$ cat config.mk
export PLATFORM = sky130hd
export DESIGN_NAME = wlts_div
export DESIGN_NICKNAME = d
export VERILOG_FILES = /design/src/rtl/assert_macros.svh /design/src/rtl/wlts_pkg.sv /design/src/rtl/wlts_div.sv
export SDC_FILE = /design/constraint.sdc
export NUM_CORES = 1
export LEC_CHECK = 0
export ABC_CLOCK_PERIOD_IN_PS = 6800
export BUFFER_PORTS_ARGS = -buffer_cell sky130_fd_sc_hd__buf_2
export CAP_MARGIN = 0
export CELL_PAD_IN_SITES_DETAIL_PLACEMENT = 1
export CELL_PAD_IN_SITES_GLOBAL_PLACEMENT = 1
export CORE_ASPECT_RATIO = 1.1
export CORE_MARGIN = 2
export CORE_UTILIZATION = 47
export CTS_CLUSTER_SIZE = 28
export DETAILED_ROUTE_END_ITERATION = 10
export PLACE_DENSITY = 0.93
export SETUP_SLACK_MARGIN = 0.4
export SYNTH_ARGS = -nofsm -noshare
export SYNTH_HDL_FRONTEND = slang
export SYNTH_SLANG_ARGS = --single-unit
$ cat constraint.sdc
create_clock -name clk -period 6.8 [get_ports clk]
set_clock_uncertainty 0.2 [all_clocks]
set_input_delay 0 -clock clk [delete_from_list [all_inputs] [get_ports clk]]
set_output_delay 0 -clock clk [all_outputs]
set_load 0.005 [all_outputs]
$ cat src/rtl/assert_macros.svh
// Assertion macros for the asserting RTL files.
`ifndef ASSERT_MACROS_SVH
`define ASSERT_MACROS_SVH

// same-cycle implication
`define ASSERT_IMPL(lbl, ante, cons) \
	lbl: assert property (@(posedge clk) disable iff (!arst_n) (ante) |-> (cons)) \
		else $error("assertion failed");

// next-cycle implication
`define ASSERT_NEXT(lbl, ante, cons) \
	lbl: assert property (@(posedge clk) disable iff (!arst_n) (ante) |=> (cons)) \
		else $error("assertion failed");

`endif

$ cat src/rtl/wlts_pkg.sv
// Types, constants and helpers of the windowed luma threshold selector.
package wlts_pkg;

	localparam int MAX_FRAME_DIM   = 4096;
	localparam int COUNT_BITS      = 24;
	localparam int LUMA_FULL_SCALE = 255;
	localparam int CONVERGE_EPS    = 66;
	localparam int MAX_ITERATIONS  = 16;

	localparam int Q16_ONE    = 65536;
	localparam int LUMA_W     = 8;
	localparam int HIST_DEPTH = 256;
	localparam int HIST_AW    = 8;
	localparam int DIM_W      = 13;
	localparam int POS_W      = 12;
	localparam int THR_W      = 17;
	localparam int ITER_W     = 5;
	localparam int REG_IDX_W  = 4;
	localparam int CFG_DATA_W = 17;
	localparam int SEQ_W      = 9;
	localparam int BIN_CNT_W  = 32;
	localparam int BIN_SUM_W  = 40;
	localparam int DVD_W      = BIN_SUM_W;
	localparam int DVS_W      = BIN_CNT_W;

	// divide by 255 as multiply by ceil(2^34 / 255), exact below 2^26
	localparam int          RCP_P_W = 53;
	localparam int          RCP_SH  = 34;
	localparam logic [26:0] RCP_MUL = 27'd67372037;

	localparam logic [SEQ_W-1:0] CLR_LAST = SEQ_W'(HIST_DEPTH - 1);
	localparam logic [SEQ_W-1:0] SWP_END  = SEQ_W'(HIST_DEPTH + 2);

	localparam logic [REG_IDX_W-1:0] REG_MODE  = 4'd0;
	localparam logic [REG_IDX_W-1:0] REG_FRAC  = 4'd1;
	localparam logic [REG_IDX_W-1:0] REG_FW    = 4'd2;
	localparam logic [REG_IDX_W-1:0] REG_FH    = 4'd3;
	localparam logic [REG_IDX_W-1:0] REG_WL    = 4'd4;
	localparam logic [REG_IDX_W-1:0] REG_WT    = 4'd5;
	localparam logic [REG_IDX_W-1:0] REG_WW    = 4'd6;
	localparam logic [REG_IDX_W-1:0] REG_WH    = 4'd7;

	localparam logic [1:0] MODE_ABS    = 2'd0;
	localparam logic [1:0] MODE_MINMAX = 2'd1;
	localparam logic [1:0] MODE_ISO    = 2'd2;

	typedef enum logic [3:0] {
		ST_CLEAR, ST_RUN, ST_FLUSH, ST_PREP, ST_MM, ST_SWEEP,
		ST_EVAL, ST_DD, ST_DL, ST_DN, ST_EMIT
	} state_t;

	typedef struct packed {
		logic               inc_vld;
		logic [HIST_AW-1:0] inc_addr;
		logic               swp_rd;
		logic [HIST_AW-1:0] swp_addr;
		logic               clr_wr;
		logic [HIST_AW-1:0] clr_addr;
	} hist_cmd_t;

	typedef struct packed {
		logic [DIM_W-1:0] lo;
		logic [DIM_W-1:0] hi;
	} span_t;

	function automatic logic [DIM_W-1:0] clamp_dim(input logic [DIM_W-1:0] v);
		logic [DIM_W-1:0] r;
		if (v == '0)
			r = DIM_W'(1);
		else if (v > DIM_W'(MAX_FRAME_DIM))
			r = DIM_W'(MAX_FRAME_DIM);
		else
			r = v;
		return r;
	endfunction

	function automatic span_t win_span(input logic [DIM_W-1:0] frame,
		input logic [POS_W-1:0] start, input logic [DIM_W-1:0] size);
		logic [DIM_W-1:0] sz;
		logic [DIM_W-1:0] st;
		logic [DIM_W:0]   endp;
		span_t            s;
		sz   = (size == '0 || size > frame) ? frame : size;
		endp = (DIM_W+1)'(start) + (DIM_W+1)'(sz);
		st   = (endp > (DIM_W+1)'(frame)) ? frame - sz : DIM_W'(start);
		s.lo = st;
		s.hi = st + sz;
		return s;
	endfunction

endpackage

$ cat src/rtl/wlts_div.sv
// Restoring divider, one quotient bit per cycle.
module wlts_div (
	input  logic                        clk,
	input  logic                        arst_n,
	input  logic                        start,
	input  logic [wlts_pkg::DVD_W-1:0]  dividend,
	input  logic [wlts_pkg::DVS_W-1:0]  divisor,
	output logic                        busy,
	output logic                        done,
	output logic [wlts_pkg::DVD_W-1:0]  quotient
);
	import wlts_pkg::*;

	localparam int CW = $clog2(DVD_W);

	logic [DVD_W-1:0] quo_q;
	logic [DVS_W-1:0] rem_q;
	logic [DVS_W-1:0] dvs_q;
	logic [CW-1:0]    cnt_q;
	logic             busy_q;
	logic             done_q;
	logic [DVS_W:0]   sh;
	logic [DVS_W:0]   rem_n;
	logic             ge;

	assign sh    = {rem_q, quo_q[DVD_W-1]};
	assign ge    = sh >= {1'b0, dvs_q};
	assign rem_n = ge ? sh - {1'b0, dvs_q} : sh;

	assign busy     = busy_q;
	assign done     = done_q;
	assign quotient = quo_q;

	always_ff @(posedge clk) begin
		if (start) begin
			quo_q <= dividend;
			rem_q <= '0;
			dvs_q <= divisor;
		end else if (busy_q) begin
			quo_q <= {quo_q[DVD_W-2:0], ge};
			rem_q <= rem_n[DVS_W-1:0];
		end
	end

	always_ff @(posedge clk or negedge arst_n) begin
		if (!arst_n) begin
			busy_q <= 1'b0;
			done_q <= 1'b0;
			cnt_q  <= '0;
		end else begin
			done_q <= 1'b0;
			if (start) begin
				busy_q <= 1'b1;
				cnt_q  <= '0;
			end else if (busy_q) begin
				cnt_q <= cnt_q + 1'b1;
				if (cnt_q == CW'(DVD_W - 1)) begin
					busy_q <= 1'b0;
					done_q <= 1'b1;
				end
			end
		end
	end

endmodule

# Yosys cells after proc, flatten, opt, wreduce, memory -nomap -nowiden
# Index checks and enable logic that the tools add are counted.
[word_totals]
mem_bits_rw = 0
ff_bits = 112
romBits = 0
input_bits = 75
latchBits = 0
elab_cells = 22
output_inout_bits = 42
mem_count = 0
[classes]
bitwise_logic = 0
div = 0
eq_ne = 1
multipliers = 0
reduce_logical = 1
order_cmp = 1
addsub = 2
muxes = 11
n_shift = 0
[op_table]
columns = ["op", "n"]
rows = [
  ["40-bit 2-to-1 mux", 2],
  ["33-bit by 32-bit >= comparator with 1-bit output", 1],
  ["32-bit 2-to-1 mux", 1],
  ["32-bit subtractor", 1],
  ["6-bit 2-to-1 mux", 2],
  ["6-bit by 1-bit adder with 6-bit output (second input constant)", 1],
  ["6-bit equality test (second input constant)", 1],
  ["1-bit 2-to-1 mux", 6],
  ["2-bit nonzero test", 1],
]

# Depth between registers and ports, before layout
[logic_depth]
ltp_word = 4
mapped_depth = 13
depth_no_buf = 11

# Worst setup path before layout
# OpenSTA, ideal clock, no wires.
[synth_path]
kind = "register to register"
from = "reg dvs_q[6]"
to = "reg quo_q[0] (netlist: quotient[0]), data pin"
setup_time_ps = 260
required_time_ps = 6340
t_arrival_ps = 2397
setup_slack_ps = 3943
n_path_buf = 2
synth_period_minus_slack_ps = 2857
path_stages_with_launch = 12
path_cell_list = "edfxtp_1 -> inv_1 -> ha_1 -> a21o_1 -> or3_1 -> o211ai_2 -> a21oi_1 -> o21a_2 -> or2_1 -> buf_6 -> buf_6 -> mux2_2"
[synth_via]
elab_chain_len = 3
[synth_lines]
columns = ["item", "line_no", "rtl"]
rows = [
  ["start, declared", "wlts_div.sv:18", "logic [DVS_W-1:0] dvs_q;"],
  ["start signal, assigned", "wlts_div.sv:38", "dvs_q <= divisor;"],
  ["33-bit by 32-bit >= comparator with 1-bit output", "wlts_div.sv:27", "assign ge = sh >= {1'b0, dvs_q};"],
  ["40-bit 2-to-1 mux", "wlts_div.sv:39", "end else if (busy_q) begin"],
  ["40-bit 2-to-1 mux", "wlts_div.sv:35", "if (start) begin"],
  ["end signal, assigned", "wlts_div.sv:36", "quo_q <= dividend;"],
  ["end signal, assigned", "wlts_div.sv:40", "quo_q <= {quo_q[DVD_W-2:0], ge};"],
  ["end, declared", "wlts_div.sv:16", "logic [DVD_W-1:0] quo_q;"],
]
# No other way between the ends. The select of a mux whose other input is x is not followed.
# A chain may end at the register's enable or synchronous reset.

# Final worst setup path
[layout_path]
from = "reg dvs_q[28]"
to = "reg rem_q[19]"
[layout_via]
elab_chain_len = 2
[layout_lines]
columns = ["item", "line_no", "rtl"]
rows = [
  ["33-bit by 32-bit >= comparator with 1-bit output", "wlts_div.sv:27", ""],
  ["32-bit 2-to-1 mux", "wlts_div.sv:28", "assign rem_n = ge ? sh - {1'b0, dvs_q} : sh;"],
  ["end signal, assigned", "wlts_div.sv:41", "rem_q <= rem_n[DVS_W-1:0];"],
  ["end, declared", "wlts_div.sv:17", "logic [DVS_W-1:0] rem_q;"],
]
# No other way between the ends.

==> flow_summary.yaml <==
sta:
  min_period_ns: 3.78
  setup_slack_ns: 3.02
  final_hold_viol_count: 0
  relSlewSlack_pct: 18.7
  slew_viol_final: 0
  period_share_pct: 55.6
  hold_ws_ns: 0.144
  tightest_slew_ns: 1.22
  rsz0062_at_grt: "false"
  setup_tns_ns: 0
  setup_violations: 0
  fmax_mhz: 264
synth:
  synth_area_sq_um: 6210
  yosysSeqAreaShare_pct: 48.3
  synth_flop_cell: "edfxtp_1"
  synthArstFlopShare_pct: 7.14
  synth_area_per_cell_sq_um: 10.5
  synth.top_cell.area_share_pct: 34.8
  synth_top_cell_by_area: "edfxtp_1"
  yosys_warnings: 0
  synthTopCellsByArea: "edfxtp_1 35%, dfxtp_1 10%, mux2_2 7.2%"
  yosysUniqueCellTypes: 63
  synth_seq_cells: 112
  syn_inst: 592
  synth_edf_count: 72
  syn_nets: 701
routing:
  ant_nets: 0
  dr.first_iter.drc_count: 420
  drt_first_pass_iters: 5
  vias: 5602
  avgRoutedWirePerCell_um: 23.2
  drcViolationCount: 0
  vias_per_cell: 5.98
  wirelength_um: 21700
cells_and_area:
  layout_commonest_cell: "buf_2"
  fin_cells: 937
  final_cell_mix: "115 x buf_2, 75 x dlygate4sd3_1, 72 x edfxtp_1, 51 x nand2_1, 48 x inv_1"
  diodes: 0
  area_growth_pct: 27.5
  nNetsFinal: 880
  drive_gt1_share_pct: 23.2
die:
  pin_count: 117
  initial_core_util_pct: 47.6
  dieArea_sq_um: 14200
  row_count: 44
  die_x_um: 114
  die-height_um: 125
  core_region_area_sq_um: 13000
power_and_ir_drop:
  p_switching_uw: 1010
  power_frac_comb_pct: 41.4
  p_leak_uw: 0.00338
  switching_share_pct: 39.7
  pwr-share-seq_pct: 37.5
  intPower_uw: 1530
  total_power_uw: 2540
  p_per_area_nw_per_um2: 321
  vdd_drop_max_v: 0.000199
  p_clk_share_pct: 21.2
place:
  place_ws_ns: 3.11
  place.gp.congestion: 0.867
  dp_cells: 846
  port_buffers: 116
  dpl.hpwl_um: 12400
critical_path:
  max_stage_delay_ns: 0.93
  cp.buffers_inverters: 1
  cp_cell_sequence: "inv_1, ha_1, and4_1, nand3_1, nor3b_1, o21a_2, or2_1, nand3_1, a311oi_1"
  path_max_fanout: 28
  arrival_ns: 3.83
  endpoint_kind: "register"
  startpoint_type: "register"
  crit_slowest_cell: "or2_1"
  ff2ff_path_depth: 9
  crit_cells: 9
  crit_top_cell: "nand3_1"
  path_class: "reg2reg"
  crit_required_ns: 6.85
  critPathTopFamily: "simple AND/OR/NAND/NOR gates"
worst_hold_path:
  whs_path_depth: 2
  min_path_type: "in2reg"
clock_tree:
  insertion_delay_ns: 0.37
  clockBufferDepth: 2
  cts-root-buf: "clkbuf_16"
  h-tree-depth: 3
  numCtsBuffers: 9
  cts_tree: "done"
  cts_sinks: 112
  clkTransAtPathRegs_ns: 0.08
  post_cts_resized: 0
flow_run:
  drv_cap: 0
grt:
  grt_pass1_wl_um: 34100
  grt.overflow.total: 0
  antenna_found_initial: 0
  grt_max_degree: 62
  grt_pass1_vias: 6174
  grt_use_total_pct: 31.4
run_status:
  outcome: "completed"
-- power groups by stage --
stage               logic, uW  registers, uW  clock network [uW]
floorplan                 734            924                   0
global placement          914            939                   0
global route             1150            966                 567
detailed placement        968            947                   0
CTS                      1010            939                 527
finish                   1050            953                 539
-- per-stage QoR --
stage | area (sq um) | util (%)
global route | 7920 | 60.7
detailed placement | 6890 | 52.8
CTS | 7920 | 60.7
global placement | 6890 | 52.8
floorplan | 6210 | -
finish | 7920 | 60.7
-- sequential cells by signal, indices dropped and copies added (netlist names) --
name and flops:
done 1, cnt_q 6, dvs_q 32, busy 1, quotient 40, rem_q 32
-- kinds of logic after synthesis --
kind of cell	count (synthesis)	share of synthesized area, %
fa+ha+maj	34	6.97
mux	47	8.38
simple gates	155	11.8
compound gates	141	15.5
xor+xnor	29	4.09
buf+inv	74	4.95
flops	112	48.3
-- routing by layer --
| metal | GRT usage, % | part of all wire, % | up-vias | routed length (um) |
|---|---|---|---|---|
| li1 | - | - | 2522 | - |
| met1 | 33.9 | 38 | 2790 | 8240 |
| met2 | 56.9 | 52 | 219 | 11300 |
| met3 | 7.79 | 5.5 | 71 | 1200 |
| met4 | 14.6 | 4.4 | 0 | 964 |
| met5 | 0 | 0 | - | 0 |
-- cell type report --
cell class,count,area [sq um]
Sequential cell,112,3000
Clock inverter,6,50.0
Fill cell,1421,5120
Tap cell,161,201
Timing Repair Buffer,194,1360
Clock buffer,10,229
Inverter,48,180
Multi-Input combinational cell,406,2900
-- Yosys cell counts (3+ instances only) --
| cell | count |
|---|---|
| o21bai_1 | 3 |
| xnor2_1 | 17 |
| edfxtp_1 | 72 |
| and3_1 | 5 |
| clkbuf_1 | 15 |
| nor2b_1 | 3 |
| a31oi_1 | 7 |
| buf_4 | 3 |
| dfxtp_1 | 32 |
| buf_2 | 3 |
| o211ai_1 | 6 |
| o31ai_1 | 6 |
| inv_1 | 48 |
| nand4_1 | 7 |
| mux2_2 | 40 |
| mux2i_1 | 7 |
| buf_1 | 3 |
| nand3_1 | 10 |
| xor2_1 | 12 |
| a21oi_1 | 33 |
| a311oi_1 | 19 |
| o21ai_1 | 3 |
| nor3_1 | 5 |
| nand2_1 | 51 |
| a211oi_1 | 8 |
| o21ai_0 | 21 |
| a32oi_1 | 3 |
| a21o_1 | 8 |
| dfrtp_1 | 8 |
| o21a_1 | 6 |
| or3_1 | 4 |
| nor2_1 | 46 |
| nand2b_1 | 8 |
| ha_1 | 33 |
-- worst reg2reg max path, stage by stage (launching register included) --
cell and delay [ns]:
edfxtp_1 0.37, inv_1 0.05, ha_1 0.43, and4_1 0.32
nand3_1 0.18, nor3b_1 0.34, o21a_2 0.25, or2_1 0.93
nand3_1 0.21, a311oi_1 0.39
-- path summary, 6_finish.rpt --
check                      slack, ns                endpoint                   from
hold / removal                  0.14     dvs_q[23]$_DFFE_PP_            divisor[23]
setup / recovery                3.02  rem_q[19]$_SDFFE_PP0P_    dvs_q[28]$_DFFE_PP_
hold reg to reg                 0.30   rem_q[7]$_SDFFE_PP0P_  rem_q[7]$_SDFFE_PP0P_
setup reg to reg                3.02  rem_q[19]$_SDFFE_PP0P_    dvs_q[28]$_DFFE_PP_
min in group asynchronous       0.46    cnt_q[3]$_DFFE_PN0P_                 arst_n
max in group asynchronous       5.60    cnt_q[5]$_DFFE_PN0P_                 arst_n
-- what timing repair did --
| item | in CTS | in global routing |
|---|---|---|
| endpoints found under the hold margin | 90 | 0 |
| endpoints found under the setup margin | 0 | 0 |
| hold buffers | 75 | 0 |
| buffers inserted | 0 | 0 |
(Power assumes the default switching activity.)
